### config.mk
export PLATFORM = sky130hd
export DESIGN_NAME = job_queue_with_free_list_flat
export DESIGN_NICKNAME = d
export VERILOG_FILES = /design/src/hw/rtl/jqfl_pkg.sv /design/src/hw/rtl/jqfl_req_if.sv /design/src/hw/rtl/jqfl_rsp_if.sv /design/src/hw/rtl/jqfl_ram.sv /design/src/hw/rtl/job_queue_with_free_list.sv /design/src/flat_wrapper.sv
export SDC_FILE = /design/constraint.sdc
export NUM_CORES = 2
export LEC_CHECK = 0
export ABC_AREA = 0
export BUFFER_PORTS_ARGS = -buffer_cell sky130_fd_sc_hd__buf_4
export CAP_MARGIN = 10
export CORE_AREA = 2 2 408 410
export DETAILED_ROUTE_END_ITERATION = 8
export DIE_AREA = 0 0 410 412
export PLACE_DENSITY = 0.59
export SLEW_MARGIN = 20
export SYNTH_ARGS = -nofsm -noshare
export SYNTH_HDL_FRONTEND = slang
export SYNTH_SLANG_ARGS = --single-unit
### constraint.sdc
create_clock -name clock -period 32.6 [get_ports clock]
set_clock_uncertainty 0.15 [all_clocks]
set_input_delay 6.52 -clock clock [delete_from_list [all_inputs] [get_ports clock]]
set_output_delay 6.52 -clock clock [all_outputs]
set_load 0.1 [all_outputs]
### src/hw/rtl/jqfl_pkg.sv
// ----------------------------------------------------------------------------
// Job queue package
// Shared constants, codes and helper functions for the job queue with free
// list: slot pool size, pointer widths, request kinds and response status.
// ----------------------------------------------------------------------------
package jqfl_pkg;

   // Number of job slots in the pool.
   localparam int SLOT_COUNT = 16;

   // Fixed field widths of the request and response transactions.
   localparam int KIND_W   = 2;
   localparam int STATUS_W = 2;
   localparam int SLOT_W   = 4;
   localparam int FUNC_W   = 32;
   localparam int PARAM_W  = 64;
   localparam int PAY_W    = FUNC_W + PARAM_W;

   // Memory index width and list pointer width (a pointer also holds null).
   localparam int ADDR_W = $clog2(SLOT_COUNT);
   localparam int PTR_W  = $clog2(SLOT_COUNT + 1);

   // The null link is the value SLOT_COUNT.
   localparam logic [PTR_W-1:0] NULL_LINK = PTR_W'(SLOT_COUNT);

   typedef logic [KIND_W-1:0]   kind_type;
   typedef logic [STATUS_W-1:0] status_type;
   typedef logic [SLOT_W-1:0]   slot_type;
   typedef logic [FUNC_W-1:0]   func_type;
   typedef logic [PARAM_W-1:0]  param_type;
   typedef logic [PTR_W-1:0]    ptr_type;
   typedef logic [ADDR_W-1:0]   addr_type;

   // Request kinds.
   localparam kind_type KIND_SCHEDULE = 2'd0;
   localparam kind_type KIND_ACQUIRE  = 2'd1;
   localparam kind_type KIND_FREE     = 2'd2;
   localparam kind_type KIND_NOP      = 2'd3;

   // Response status codes.
   localparam status_type STATUS_OK        = 2'd0;
   localparam status_type STATUS_EXHAUSTED = 2'd1;
   localparam status_type STATUS_EMPTY     = 2'd2;

   // A pointer names a slot when it is below the pool size; anything else
   // counts as null.
   function automatic logic is_slot(input ptr_type ptr);
      return 32'(ptr) < 32'(SLOT_COUNT);
   endfunction

endpackage

### src/hw/rtl/jqfl_req_if.sv
// ----------------------------------------------------------------------------
// Job queue request channel
// Valid/ready channel that carries one request transaction to the queue.
// ----------------------------------------------------------------------------
interface jqfl_req_if;
   logic                 valid;
   logic                 ready;
   jqfl_pkg::kind_type   kind;
   logic                 priority_req;
   jqfl_pkg::func_type   job_function;
   jqfl_pkg::param_type  job_param;
   jqfl_pkg::slot_type   release_slot;

   modport source (
      output valid, kind, priority_req, job_function, job_param, release_slot,
      input  ready
   );

   modport sink (
      input  valid, kind, priority_req, job_function, job_param, release_slot,
      output ready
   );
endinterface

### src/hw/rtl/jqfl_rsp_if.sv
// ----------------------------------------------------------------------------
// Job queue response channel
// Valid/ready channel that carries one response transaction from the queue.
// ----------------------------------------------------------------------------
interface jqfl_rsp_if;
   logic                 valid;
   logic                 ready;
   jqfl_pkg::status_type status;
   jqfl_pkg::slot_type   slot_index;
   jqfl_pkg::func_type   out_function;
   jqfl_pkg::param_type  out_param;

   modport source (
      output valid, status, slot_index, out_function, out_param,
      input  ready
   );

   modport sink (
      input  valid, status, slot_index, out_function, out_param,
      output ready
   );
endinterface

### src/hw/rtl/jqfl_ram.sv
// ----------------------------------------------------------------------------
// Job queue RAM
// Generic single-write, single-read synchronous RAM with a registered read.
// ----------------------------------------------------------------------------
module jqfl_ram #(
   parameter int WIDTH = 8,
   parameter int DEPTH = 16
) (
   input  logic                     clock,
   input  logic                     wr_en,
   input  logic [$clog2(DEPTH)-1:0] wr_addr,
   input  logic [WIDTH-1:0]         wr_data,
   input  logic                     rd_en,
   input  logic [$clog2(DEPTH)-1:0] rd_addr,
   output logic [WIDTH-1:0]         rd_data
);

   logic [WIDTH-1:0] mem_ff [DEPTH];

   always_ff @(posedge clock) begin
      if (wr_en) begin
         mem_ff[wr_addr] <= wr_data;
      end
      if (rd_en) begin
         rd_data <= mem_ff[rd_addr];
      end
   end

endmodule

### src/hw/rtl/job_queue_with_free_list.sv
// ----------------------------------------------------------------------------
// Job queue with free list
// A pool of job slots threaded through one link memory into a free list and
// a pending queue, with a payload memory holding each slot's job.
// ----------------------------------------------------------------------------
// Each request transaction gives exactly one response transaction. Schedule
// takes the first free slot, stores the function handle and parameter word in
// it and links it at the queue tail, or at the head when priority_req is set
// and the queue is not empty; it answers with the slot, or with status pool
// exhausted when no slot is free. Acquire pops the queue head and answers with
// its slot and stored job, or with status queue empty. Free pushes
// release_slot onto the free list and echoes it; a slot outside the pool is
// ignored, and double frees are not checked. Kind 3 does nothing and answers
// with all fields zero. One transaction is in flight at a time: the link and
// payload memories are read in the acceptance cycle and written back in the
// execute state, once the output register is free. A schedule appended behind
// a non-empty queue also passes through the tail-link state, because the link
// memory has one write port and two entries change. A finished response waits
// in the output register while the next request is accepted; the block stalls
// only if a second response is ready before the first is taken. After reset
// the block is ready at once: link entries that were never written read as
// their reset value through a row of valid bits.
// ----------------------------------------------------------------------------
module job_queue_with_free_list (
   input  logic       clock,
   input  logic       reset,
   jqfl_req_if.sink   req_chan,
   jqfl_rsp_if.source rsp_chan
);

   // Sequencer states.
   localparam logic [1:0] ST_IDLE = 2'd0;  // waiting for a request
   localparam logic [1:0] ST_EXEC = 2'd1;  // read data back, write updates
   localparam logic [1:0] ST_TAIL = 2'd2;  // link the old tail to the new slot

   logic [1:0] state_ff, state_in;

   // Captured request.
   jqfl_pkg::kind_type  kind_ff, kind_in;
   logic                prio_ff, prio_in;
   jqfl_pkg::func_type  func_ff, func_in;
   jqfl_pkg::param_type param_ff, param_in;
   jqfl_pkg::slot_type  rel_ff, rel_in;
   jqfl_pkg::addr_type  rd_addr_ff, rd_addr_in;
   jqfl_pkg::addr_type  tail_addr_ff, tail_addr_in;

   // List pointers.
   jqfl_pkg::ptr_type free_head_ff, free_head_in;
   jqfl_pkg::ptr_type queue_head_ff, queue_head_in;
   jqfl_pkg::ptr_type queue_tail_ff, queue_tail_in;

   // One valid bit per link entry; an entry not yet written reads as its
   // reset value, which is its own index plus one (null for the last one).
   logic [jqfl_pkg::SLOT_COUNT-1:0] link_valid_ff, link_valid_in;

   // Response register.
   logic                 rsp_valid_ff, rsp_valid_in;
   jqfl_pkg::status_type rsp_status_ff, rsp_status_in;
   jqfl_pkg::slot_type   rsp_slot_ff, rsp_slot_in;
   jqfl_pkg::func_type   rsp_func_ff, rsp_func_in;
   jqfl_pkg::param_type  rsp_param_ff, rsp_param_in;

   // Memory ports.
   logic                        link_we;
   jqfl_pkg::addr_type          link_wr_addr;
   jqfl_pkg::ptr_type           link_wr_data;
   jqfl_pkg::ptr_type           link_q;
   logic                        pay_we;
   logic [jqfl_pkg::PAY_W-1:0]  pay_q;
   jqfl_pkg::addr_type          mem_rd_addr;

   logic              req_fire;
   logic              out_free;
   logic              rel_in_pool;
   jqfl_pkg::ptr_type link_next;

   assign req_chan.ready = (state_ff == ST_IDLE);
   assign req_fire       = req_chan.valid && req_chan.ready;

   // The response register can take a new result when it is empty or when
   // its current transaction completes in this cycle.
   assign out_free = !rsp_valid_ff || rsp_chan.ready;

   // Acquire reads the queue head; every other kind reads the free head.
   // Reads are only enabled on acceptance, so the read data holds while the
   // sequencer waits for the response register.
   assign mem_rd_addr = (req_chan.kind == jqfl_pkg::KIND_ACQUIRE)
                      ? queue_head_ff[jqfl_pkg::ADDR_W-1:0]
                      : free_head_ff[jqfl_pkg::ADDR_W-1:0];

   // Link read data, with unwritten entries replaced by their reset value.
   assign link_next = link_valid_ff[rd_addr_ff]
                    ? link_q
                    : jqfl_pkg::PTR_W'(rd_addr_ff) + jqfl_pkg::PTR_W'(1);

   assign rel_in_pool = 32'(rel_ff) < 32'(jqfl_pkg::SLOT_COUNT);

   jqfl_ram #(
      .WIDTH (jqfl_pkg::PTR_W),
      .DEPTH (jqfl_pkg::SLOT_COUNT)
   ) u_link_ram (
      .clock   (clock),
      .wr_en   (link_we),
      .wr_addr (link_wr_addr),
      .wr_data (link_wr_data),
      .rd_en   (req_fire),
      .rd_addr (mem_rd_addr),
      .rd_data (link_q)
   );

   jqfl_ram #(
      .WIDTH (jqfl_pkg::PAY_W),
      .DEPTH (jqfl_pkg::SLOT_COUNT)
   ) u_pay_ram (
      .clock   (clock),
      .wr_en   (pay_we),
      .wr_addr (free_head_ff[jqfl_pkg::ADDR_W-1:0]),
      .wr_data ({func_ff, param_ff}),
      .rd_en   (req_fire),
      .rd_addr (mem_rd_addr),
      .rd_data (pay_q)
   );

   // Request capture.
   always_comb begin
      kind_in    = kind_ff;
      prio_in    = prio_ff;
      func_in    = func_ff;
      param_in   = param_ff;
      rel_in     = rel_ff;
      rd_addr_in = rd_addr_ff;
      if (req_fire) begin
         kind_in    = req_chan.kind;
         prio_in    = req_chan.priority_req;
         func_in    = req_chan.job_function;
         param_in   = req_chan.job_param;
         rel_in     = req_chan.release_slot;
         rd_addr_in = mem_rd_addr;
      end
   end

   // Sequencer: read-modify-write of the lists.
   always_comb begin
      state_in      = state_ff;
      free_head_in  = free_head_ff;
      queue_head_in = queue_head_ff;
      queue_tail_in = queue_tail_ff;
      tail_addr_in  = tail_addr_ff;
      link_we       = 1'b0;
      link_wr_addr  = free_head_ff[jqfl_pkg::ADDR_W-1:0];
      link_wr_data  = jqfl_pkg::NULL_LINK;
      pay_we        = 1'b0;
      rsp_valid_in  = rsp_valid_ff;
      rsp_status_in = rsp_status_ff;
      rsp_slot_in   = rsp_slot_ff;
      rsp_func_in   = rsp_func_ff;
      rsp_param_in  = rsp_param_ff;

      if (rsp_valid_ff && rsp_chan.ready) begin
         rsp_valid_in = 1'b0;
      end

      unique case (state_ff)
         ST_IDLE: begin
            if (req_fire) begin
               state_in = ST_EXEC;
            end
         end

         ST_EXEC: begin
            if (out_free) begin
               state_in      = ST_IDLE;
               rsp_valid_in  = 1'b1;
               rsp_status_in = jqfl_pkg::STATUS_OK;
               rsp_slot_in   = '0;
               rsp_func_in   = '0;
               rsp_param_in  = '0;
               case (kind_ff)
                  jqfl_pkg::KIND_SCHEDULE: begin
                     if (!jqfl_pkg::is_slot(free_head_ff)) begin
                        rsp_status_in = jqfl_pkg::STATUS_EXHAUSTED;
                     end else begin
                        rsp_slot_in  = jqfl_pkg::SLOT_W'(free_head_ff);
                        free_head_in = link_next;
                        pay_we       = 1'b1;
                        link_we      = 1'b1;
                        if (!jqfl_pkg::is_slot(queue_head_ff)) begin
                           // Empty queue: the slot becomes head and tail.
                           queue_head_in = free_head_ff;
                           queue_tail_in = free_head_ff;
                        end else if (prio_ff) begin
                           link_wr_data  = queue_head_ff;
                           queue_head_in = free_head_ff;
                        end else begin
                           // Append: the old tail is linked in the next cycle.
                           queue_tail_in = free_head_ff;
                           tail_addr_in  = queue_tail_ff[jqfl_pkg::ADDR_W-1:0];
                           if (jqfl_pkg::is_slot(queue_tail_ff)) begin
                              state_in = ST_TAIL;
                           end
                        end
                     end
                  end

                  jqfl_pkg::KIND_ACQUIRE: begin
                     if (!jqfl_pkg::is_slot(queue_head_ff)) begin
                        rsp_status_in = jqfl_pkg::STATUS_EMPTY;
                     end else begin
                        rsp_slot_in   = jqfl_pkg::SLOT_W'(queue_head_ff);
                        rsp_func_in   = pay_q[jqfl_pkg::PAY_W-1:jqfl_pkg::PARAM_W];
                        rsp_param_in  = pay_q[jqfl_pkg::PARAM_W-1:0];
                        queue_head_in = link_next;
                     end
                  end

                  jqfl_pkg::KIND_FREE: begin
                     rsp_slot_in = rel_ff;
                     if (rel_in_pool) begin
                        link_we      = 1'b1;
                        link_wr_addr = jqfl_pkg::ADDR_W'(rel_ff);
                        link_wr_data = free_head_ff;
                        free_head_in = jqfl_pkg::PTR_W'(rel_ff);
                     end
                  end

                  default: begin
                  end
               endcase
            end
         end

         ST_TAIL: begin
            // The queue tail already names the new slot.
            link_we      = 1'b1;
            link_wr_addr = tail_addr_ff;
            link_wr_data = queue_tail_ff;
            state_in     = ST_IDLE;
         end

         default: begin
            state_in = ST_IDLE;
         end
      endcase
   end

   always_comb begin
      link_valid_in = link_valid_ff;
      if (link_we) begin
         link_valid_in[link_wr_addr] = 1'b1;
      end
   end

   always_ff @(posedge clock) begin
      if (reset) begin
         state_ff      <= ST_IDLE;
         free_head_ff  <= '0;
         queue_head_ff <= jqfl_pkg::NULL_LINK;
         queue_tail_ff <= jqfl_pkg::NULL_LINK;
         link_valid_ff <= '0;
         rsp_valid_ff  <= 1'b0;
      end else begin
         state_ff      <= state_in;
         free_head_ff  <= free_head_in;
         queue_head_ff <= queue_head_in;
         queue_tail_ff <= queue_tail_in;
         link_valid_ff <= link_valid_in;
         rsp_valid_ff  <= rsp_valid_in;
      end
   end

   always_ff @(posedge clock) begin
      kind_ff       <= kind_in;
      prio_ff       <= prio_in;
      func_ff       <= func_in;
      param_ff      <= param_in;
      rel_ff        <= rel_in;
      rd_addr_ff    <= rd_addr_in;
      tail_addr_ff  <= tail_addr_in;
      rsp_status_ff <= rsp_status_in;
      rsp_slot_ff   <= rsp_slot_in;
      rsp_func_ff   <= rsp_func_in;
      rsp_param_ff  <= rsp_param_in;
   end

   assign rsp_chan.valid        = rsp_valid_ff;
   assign rsp_chan.status       = rsp_status_ff;
   assign rsp_chan.slot_index   = rsp_slot_ff;
   assign rsp_chan.out_function = rsp_func_ff;
   assign rsp_chan.out_param    = rsp_param_ff;

   // An accepted request always moves on to the write-back cycle.
   a_fire_to_exec: assert property (@(posedge clock) disable iff (reset)
      req_fire |=> state_ff == ST_EXEC)
      else $error("accepted request did not enter write-back");

   // The tail link cycle only follows the write-back of an append.
   a_tail_after_exec: assert property (@(posedge clock) disable iff (reset)
      state_ff == ST_TAIL |-> $past(state_ff) == ST_EXEC && $past(kind_ff) ==
         jqfl_pkg::KIND_SCHEDULE)
      else $error("tail link cycle without a preceding append");

   // Link writes never land outside the pool.
   a_link_wr_in_pool: assert property (@(posedge clock) disable iff (reset)
      link_we |-> 32'(link_wr_addr) < 32'(jqfl_pkg::SLOT_COUNT))
      else $error("link write outside the slot pool");

   // A waiting response is never overwritten by the next result.
   a_rsp_no_overwrite: assert property (@(posedge clock) disable iff (reset)
      rsp_valid_ff && !rsp_chan.ready |-> rsp_valid_in && !(state_ff == ST_EXEC
         && state_in != ST_EXEC))
      else $error("response register overwritten while full");

endmodule

### src/flat_wrapper.sv
// flat-port wrapper written by rule: the top's interface ports become plain ports
module job_queue_with_free_list_flat 
  (clock, reset, req_chan_valid, req_chan_kind, req_chan_priority_req, req_chan_job_function, req_chan_job_param, req_chan_release_slot, req_chan_ready, rsp_chan_valid, rsp_chan_status, rsp_chan_slot_index, rsp_chan_out_function, rsp_chan_out_param, rsp_chan_ready);
  jqfl_req_if req_chan_i ();
  jqfl_rsp_if rsp_chan_i ();
  input  logic clock;
  input  logic reset;
  input wire logic [$bits(req_chan_i.valid)-1:0] req_chan_valid;
  input wire logic [$bits(req_chan_i.kind)-1:0] req_chan_kind;
  input wire logic [$bits(req_chan_i.priority_req)-1:0] req_chan_priority_req;
  input wire logic [$bits(req_chan_i.job_function)-1:0] req_chan_job_function;
  input wire logic [$bits(req_chan_i.job_param)-1:0] req_chan_job_param;
  input wire logic [$bits(req_chan_i.release_slot)-1:0] req_chan_release_slot;
  output wire logic [$bits(req_chan_i.ready)-1:0] req_chan_ready;
  output wire logic [$bits(rsp_chan_i.valid)-1:0] rsp_chan_valid;
  output wire logic [$bits(rsp_chan_i.status)-1:0] rsp_chan_status;
  output wire logic [$bits(rsp_chan_i.slot_index)-1:0] rsp_chan_slot_index;
  output wire logic [$bits(rsp_chan_i.out_function)-1:0] rsp_chan_out_function;
  output wire logic [$bits(rsp_chan_i.out_param)-1:0] rsp_chan_out_param;
  input wire logic [$bits(rsp_chan_i.ready)-1:0] rsp_chan_ready;
  assign req_chan_i.valid = req_chan_valid;
  assign req_chan_i.kind = req_chan_kind;
  assign req_chan_i.priority_req = req_chan_priority_req;
  assign req_chan_i.job_function = req_chan_job_function;
  assign req_chan_i.job_param = req_chan_job_param;
  assign req_chan_i.release_slot = req_chan_release_slot;
  assign req_chan_ready = req_chan_i.ready;
  assign rsp_chan_valid = rsp_chan_i.valid;
  assign rsp_chan_status = rsp_chan_i.status;
  assign rsp_chan_slot_index = rsp_chan_i.slot_index;
  assign rsp_chan_out_function = rsp_chan_i.out_function;
  assign rsp_chan_out_param = rsp_chan_i.out_param;
  assign rsp_chan_i.ready = rsp_chan_ready;
  job_queue_with_free_list u_core (.clock(clock), .reset(reset), .req_chan(req_chan_i), .rsp_chan(rsp_chan_i));
endmodule
==> Word level (Yosys, flattened, before mapping) <==
Memory sizes are Yosys's and may differ from the RTL's. A register that Yosys moved wholly into a read port is not among the register bits.
Index checks and enable logic that the tools add are counted.
{ "word_totals": {"inputBits": 107, "word_cells": 107, "register_bits": 247, "mem_count": 2, "out_inout_bits": 104, "mem_bits_rw": 1616} }
{ "mem_list": {"columns": ["memory", "depth", "word_bits", "rd", "rd_clocked_by_memory_dff", "write_ports", "line", "source"], "rows": [
  ["u_core.u_pay_ram.mem_ff", 16, 96, 1, 1, 1, "jqfl_ram.sv:18", "logic [WIDTH-1:0] mem_ff [DEPTH];"],
  ["u_core.u_link_ram.mem_ff", 16, 5, 1, 1, 1, "jqfl_ram.sv:18", null]
]} }
{ "classes": {"n_bitwise": 2, "mux": 52, "order_cmp": 6, "addsub": 1, "reduce_logical": 16, "n_eq_ne": 11} }
{ "op_table": {"columns": ["cell", "n"], "rows": [
  ["$mux 5", 12],
  ["$pmux 5 s2", 4],
  ["$mux 4", 5],
  ["$mux 2", 8],
  ["$or 16x16->16", 1],
  ["$lt 5x5->1 const B", 3],
  ["$mux 1", 15],
  ["$pmux 4 s3", 1],
  ["$reduce_and 6->1", 2],
  ["$lt 4x5->1 const B", 2],
  ["$pmux 2 s2", 2],
  ["$pmux 4 s2", 1],
  ["$eq 2x1->1 const B", 3],
  ["$ne 2x1->1 const B", 3],
  ["$reduce_and 2->1", 3],
  ["$add 4x1->5 const B", 1],
  ["$reduce_and 5->1", 1],
  ["$bmux 1 s4", 1],
  ["$demux 1 s4", 1],
  ["$eq 2x2->1 const B", 2],
  ["$ge 4x1->1 const B", 1],
  ["$logic_not 2->1", 2],
  ["$ne 2x2->1 const B", 2],
  ["$pmux 1 s2", 2],
  ["other kinds (7)", 10]
]} }

==> Logic depth before layout (Yosys ltp) <==
{ "depth": {"word_depth": 9, "mapped_depth": 11, "depth_no_buf": 8} }

==> Cells and area by module <==
Synthesis repeated with hierarchy kept, for this count alone.
{ "unflattened": {"hier_cells": 3228, "area_unflattened_um2": 72958.7} }
{ "modules_own_cells": {"columns": ["mod", "seq_area_each_um2", "n_inst", "cells_per_inst", "area_per_inst_um2"], "rows": [
  ["jqfl_ram (u_core.u_pay_ram)", 49007.0, 1, 2460, 60316.6],
  ["job_queue_with_free_list", 7076.8, 1, 613, 9379.0],
  ["jqfl_ram (u_core.u_link_ram)", 2552.4, 1, 155, 3263.1]
]} }

==> Worst setup path before layout <==
OpenSTA, ideal clock, no wires.
{ "synth_timing": {"path_type": "in2reg", "start": "in rsp_chan_ready", "end": "mem u_core.u_pay_ram.mem_ff[0][0] in the netlist's numbering (enable)", "setup_slack_ns": 15.455, "setup_ns": 0.669, "t_required_ns": 31.781, "arrival_ns": 16.326, "path_stages": 6, "path_buffers": 0, "path_cell_list": "nand2b_1 nand2_1 inv_1 nand2_1 or3_1 nor3_1"} }
{ "synth_via": {"elab_chain_cells": 5} }
{ "synth_lines": {"columns": ["element", "line", "source"], "rows": [
  ["from (decl)", "flat_wrapper.sv:20", "input wire logic [$bits(rsp_chan_i.ready)-1:0] rsp_chan_ready;"],
  ["$logic_or 1x1->1", "job_queue_with_free_list.sv:82", "assign out_free = !rsp_valid_ff || rsp_chan.ready;"],
  ["$mux 1", "job_queue_with_free_list.sv:171", "if (out_free) begin"],
  ["$mux 1", "job_queue_with_free_list.sv:163", "unique case (state_ff)"],
  ["$mux 1", "jqfl_ram.sv:21", "if (wr_en) begin"],
  ["$mux 1 (not written as such)", "jqfl_ram.sv:22", "mem_ff[wr_addr] <= wr_data;"],
  ["to (decl)", "jqfl_ram.sv:18", null]
]} }
No other way between the ends.

==> Worst setup path in the final report <==
{ "layout_timing": {"start": "in rsp_chan_ready", "end": "mem u_core.u_pay_ram.mem_ff[12][81] in the netlist's numbering (enable)"} }
The elaborated chain is that of the path after synthesis.

==> flow_summary.ini <==
[run_status]
outcome = complete, no violations

[cts]
clock_path_buffers = 3
cts_buffers = 196
cts_root_buf = clkbuf_16
cts_sinks = 1964
path_clk_slew_ns = 0.06
hold_buffers = 0
htreeDepth = 4
post_cts_resized = 0
postCtsSetupBuffers = 0
cts_tree = done
clkLatencyLatePin_ns = 0.82

[routing]
first_pass_iters = 5
avgRoutedWirePerCell_um = 25.81
drtIter0Drc = 3860
num_vias = 38680
routed_wl_um = 177700
drc_errors = 0
postRouteAntennaNets = 0
vias_per_cell = 5.620

[place]
dpl.hpwl_um = 87760
gp_congestion = 0.7723
numPortBuffers = 210

[power_and_ir_drop]
power_leakage_nw = 27.21
ir_drop_mv = 0.05306
pwr_density_cell_nw_per_um2 = 63.56

[yosys]
synthArstFlopShare = 0
synth_seq_area_share = 0.7967
synth_area_leader_cell = edfxtp_1
synth.area.top_cells = edfxtp_1, mux4_2, nand2_1
syn_nets = 4414
synth_edf_count = 1930
synthCells = 4303
mappedNetlistArea_um2 = 73600
synth_ff_type = edfxtp_1
ys_ff_latch = 1964
synthDominantCellAreaShare = 0.7875
synth.distinct_cells = 59
syn_avg_cell_area_um2 = 17.10
yosys_warnings = 0

[floorplanning]
ioPinCount = 211
initial_core_util = 0.4481
die_y_um = 412
die_w_um = 410
coreArea_um2 = 164200
placementRows = 149
die_area_um2 = 168900

[timing]
max-slew-margin-rel = 0.2187
fmax_mhz = 94.99
worstMarginPinSlew_ns = 1.172
min_period_ns = 10.53
fin_setup_tns_ns = 0
rsz0062_at_grt = no
hold_violations = 0
setup_viol = 0
maxSlewViolCount = 0
fin_hold_ws_ns = 0.3112
fin_crit_sh = 0.3229

[critical_path]
required_ns = 32.87
start_kind = input port
cp-startpoint = rsp_chan_ready
reg2regPathDepth = 9
crit_arrival_ns = 10.80
crit_fanout = 58
reg2reg_from = u_core.state_ff[1]$_SDFFE_PP0P_
end_kind = register
critPathKind = in2reg

[finish]
fin_util = 0.5115
layout-drive-gt1-share = 0.1707
syn_to_final_growth_pct = 14.14
nFillCells = 13260
final_net_count = 4646

[hold_path]
hold_start = u_core.link_valid_ff[7]$_SDFFE_PP0N_
whs_path_depth = 2
min_path_type = reg2reg

[global_routing]
overflow = 0
grt_max_degree = 163
track_usage = 0.2094
antenna_found_initial = 9
grt_pass1_wl_um = 261100
grt_pass1_vias = 38680

[flow_run]
max_cap_viol_count = 0
-- through the flow --
| step | total power, mW | worst slack, ns | instances | cell area [µm²] |
|---|---|---|---|---|
| global route | 5.498 | 21.79 | 6881 | 84000 |
| detailed placement | 3.162 | 21.15 | 6525 | 77580 |
| CTS | 5.387 | 22.01 | 6880 | 83970 |
| floorplan | 3.066 | 15.45 | 4303 | 73600 |
| finish | 5.339 | 22.07 | 6883 | 84000 |
| global placement | 3.160 | 21.26 | 6525 | 77580 |
-- path summary, 6_finish.rpt --
check | end | slack [ns]
worst max-delay path | u_core.u_pay_ram.mem_ff[12][81]$_DFFE_PP_ | 22.07
worst min-delay path | u_core.link_valid_ff[7]$_SDFFE_PP0N_ | 0.31
worst max register to register | u_core.u_pay_ram.mem_ff[12][81]$_DFFE_PP_ | 27.21
worst min register to register | u_core.link_valid_ff[7]$_SDFFE_PP0N_ | 0.31
-- Yosys cell counts, types with 12 or more instances --
library cell  number
mux4_2           204
o21ai_1           80
edfxtp_1        1930
nand2_1          853
buf_1             19
mux2i_1           12
buf_4             17
dfxtp_1           34
a31oi_1           13
nor2_1            61
nand4_1          103
nand2b_1          15
clkbuf_1         103
buf_2             97
nand3_1          411
a22oi_1          110
o21ai_0           29
and2_1            99
-- cell type report --
| type | instances | area (µm²) | share of cell area |
|---|---|---|---|
| Antenna cell | 2 | 5.005 | 0.00005958 |
| Clock buffer | 230 | 5096 | 0.06067 |
| Clock inverter | 125 | 1294 | 0.01540 |
| Inverter | 11 | 53.80 | 0.0006405 |
| Multi-Input combinational cell | 2087 | 14000 | 0.1666 |
| Sequential cell | 1964 | 58640 | 0.6980 |
| Tap cell | 2189 | 2739 | 0.03260 |
| Timing Repair Buffer | 275 | 2185 | 0.02601 |
-- report_power, final --
group          internal, mW  leakage, nW  total [mW]  switching (mW)
Clock                  1.29         3.10        2.23           0.949
Sequential             2.82         17.8        2.87          0.0477
Combinational        0.0657         6.31       0.237           0.171
Total                  4.17         27.2        5.34            1.17
-- cell families after synthesis --
group,synth area share
flip-flops,0.7967
AND/OR/NAND/NOR,0.09680
AO/OA/AOI/OAI,0.02477
buffers and inverters,0.01590
multiplexers,0.06488
adder cells (fa/ha/maj),0.0006801
XOR/XNOR,0.0002381
-- cell usage in the layout, fill, tap and decap left out, drive strengths merged, types with 9 or more instances in the layout --
cell / netlist / layout
a21oi: 12 / 12
clkbuf: 104 / 230
o31ai: 9 / 9
nand4: 103 / 103
bufinv: 0 / 21
a31oi: 13 / 13
nor2: 61 / 61
nand2: 853 / 853
nand2b: 15 / 15
a22oi: 110 / 110
mux2i: 12 / 12
clkinv: 0 / 89
nand3: 411 / 411
edfxtp: 1930 / 1930
nor3: 9 / 9
mux4: 204 / 204
o21ai: 110 / 110
and2: 99 / 99
dfxtp: 34 / 34
inv: 11 / 18
buf: 136 / 275
-- registers in the layout, summed over array words and instances (netlist names), 4 cells and up --
register	count
u_core.free_head_ff	5
u_core.func_ff	32
u_core.link_valid_ff	16
u_core.param_ff	64
u_core.queue_head_ff	5
u_core.queue_tail_ff	5
u_core.rd_addr_ff	4
u_core.rel_ff	4
u_core.rsp_chan.out_function	32
u_core.rsp_chan.out_param	64
u_core.rsp_chan.slot_index	4
u_core.tail_addr_ff	4
u_core.u_link_ram.mem_ff	80
u_core.u_link_ram.rd_data	5
u_core.u_pay_ram.mem_ff	1536
u_core.u_pay_ram.rd_data	96
-- critical path, cell delays in order --
cell      delay (ns)
buf_4           0.10
nand2b_1        0.17
nand2_1         0.29
inv_6           0.52
nand2_1         0.34
or3_1           0.55
nor2_4          0.66
buf_4           0.74
buf_4           0.73
-- layer usage --
metal | GRT usage | share of wire | routed length (µm) | vias to the layer above
met5 | 0 | 0 | 0 | -
met2 | 0.3406 | 0.49 | 86560 | 1251
met1 | 0.2982 | 0.43 | 77210 | 20180
met3 | 0.03097 | 0.059 | 10540 | 215
met4 | 0.05394 | 0.019 | 3369 | 0
li1 | - | - | - | 17030
Power figures use the tool's default switching activity.
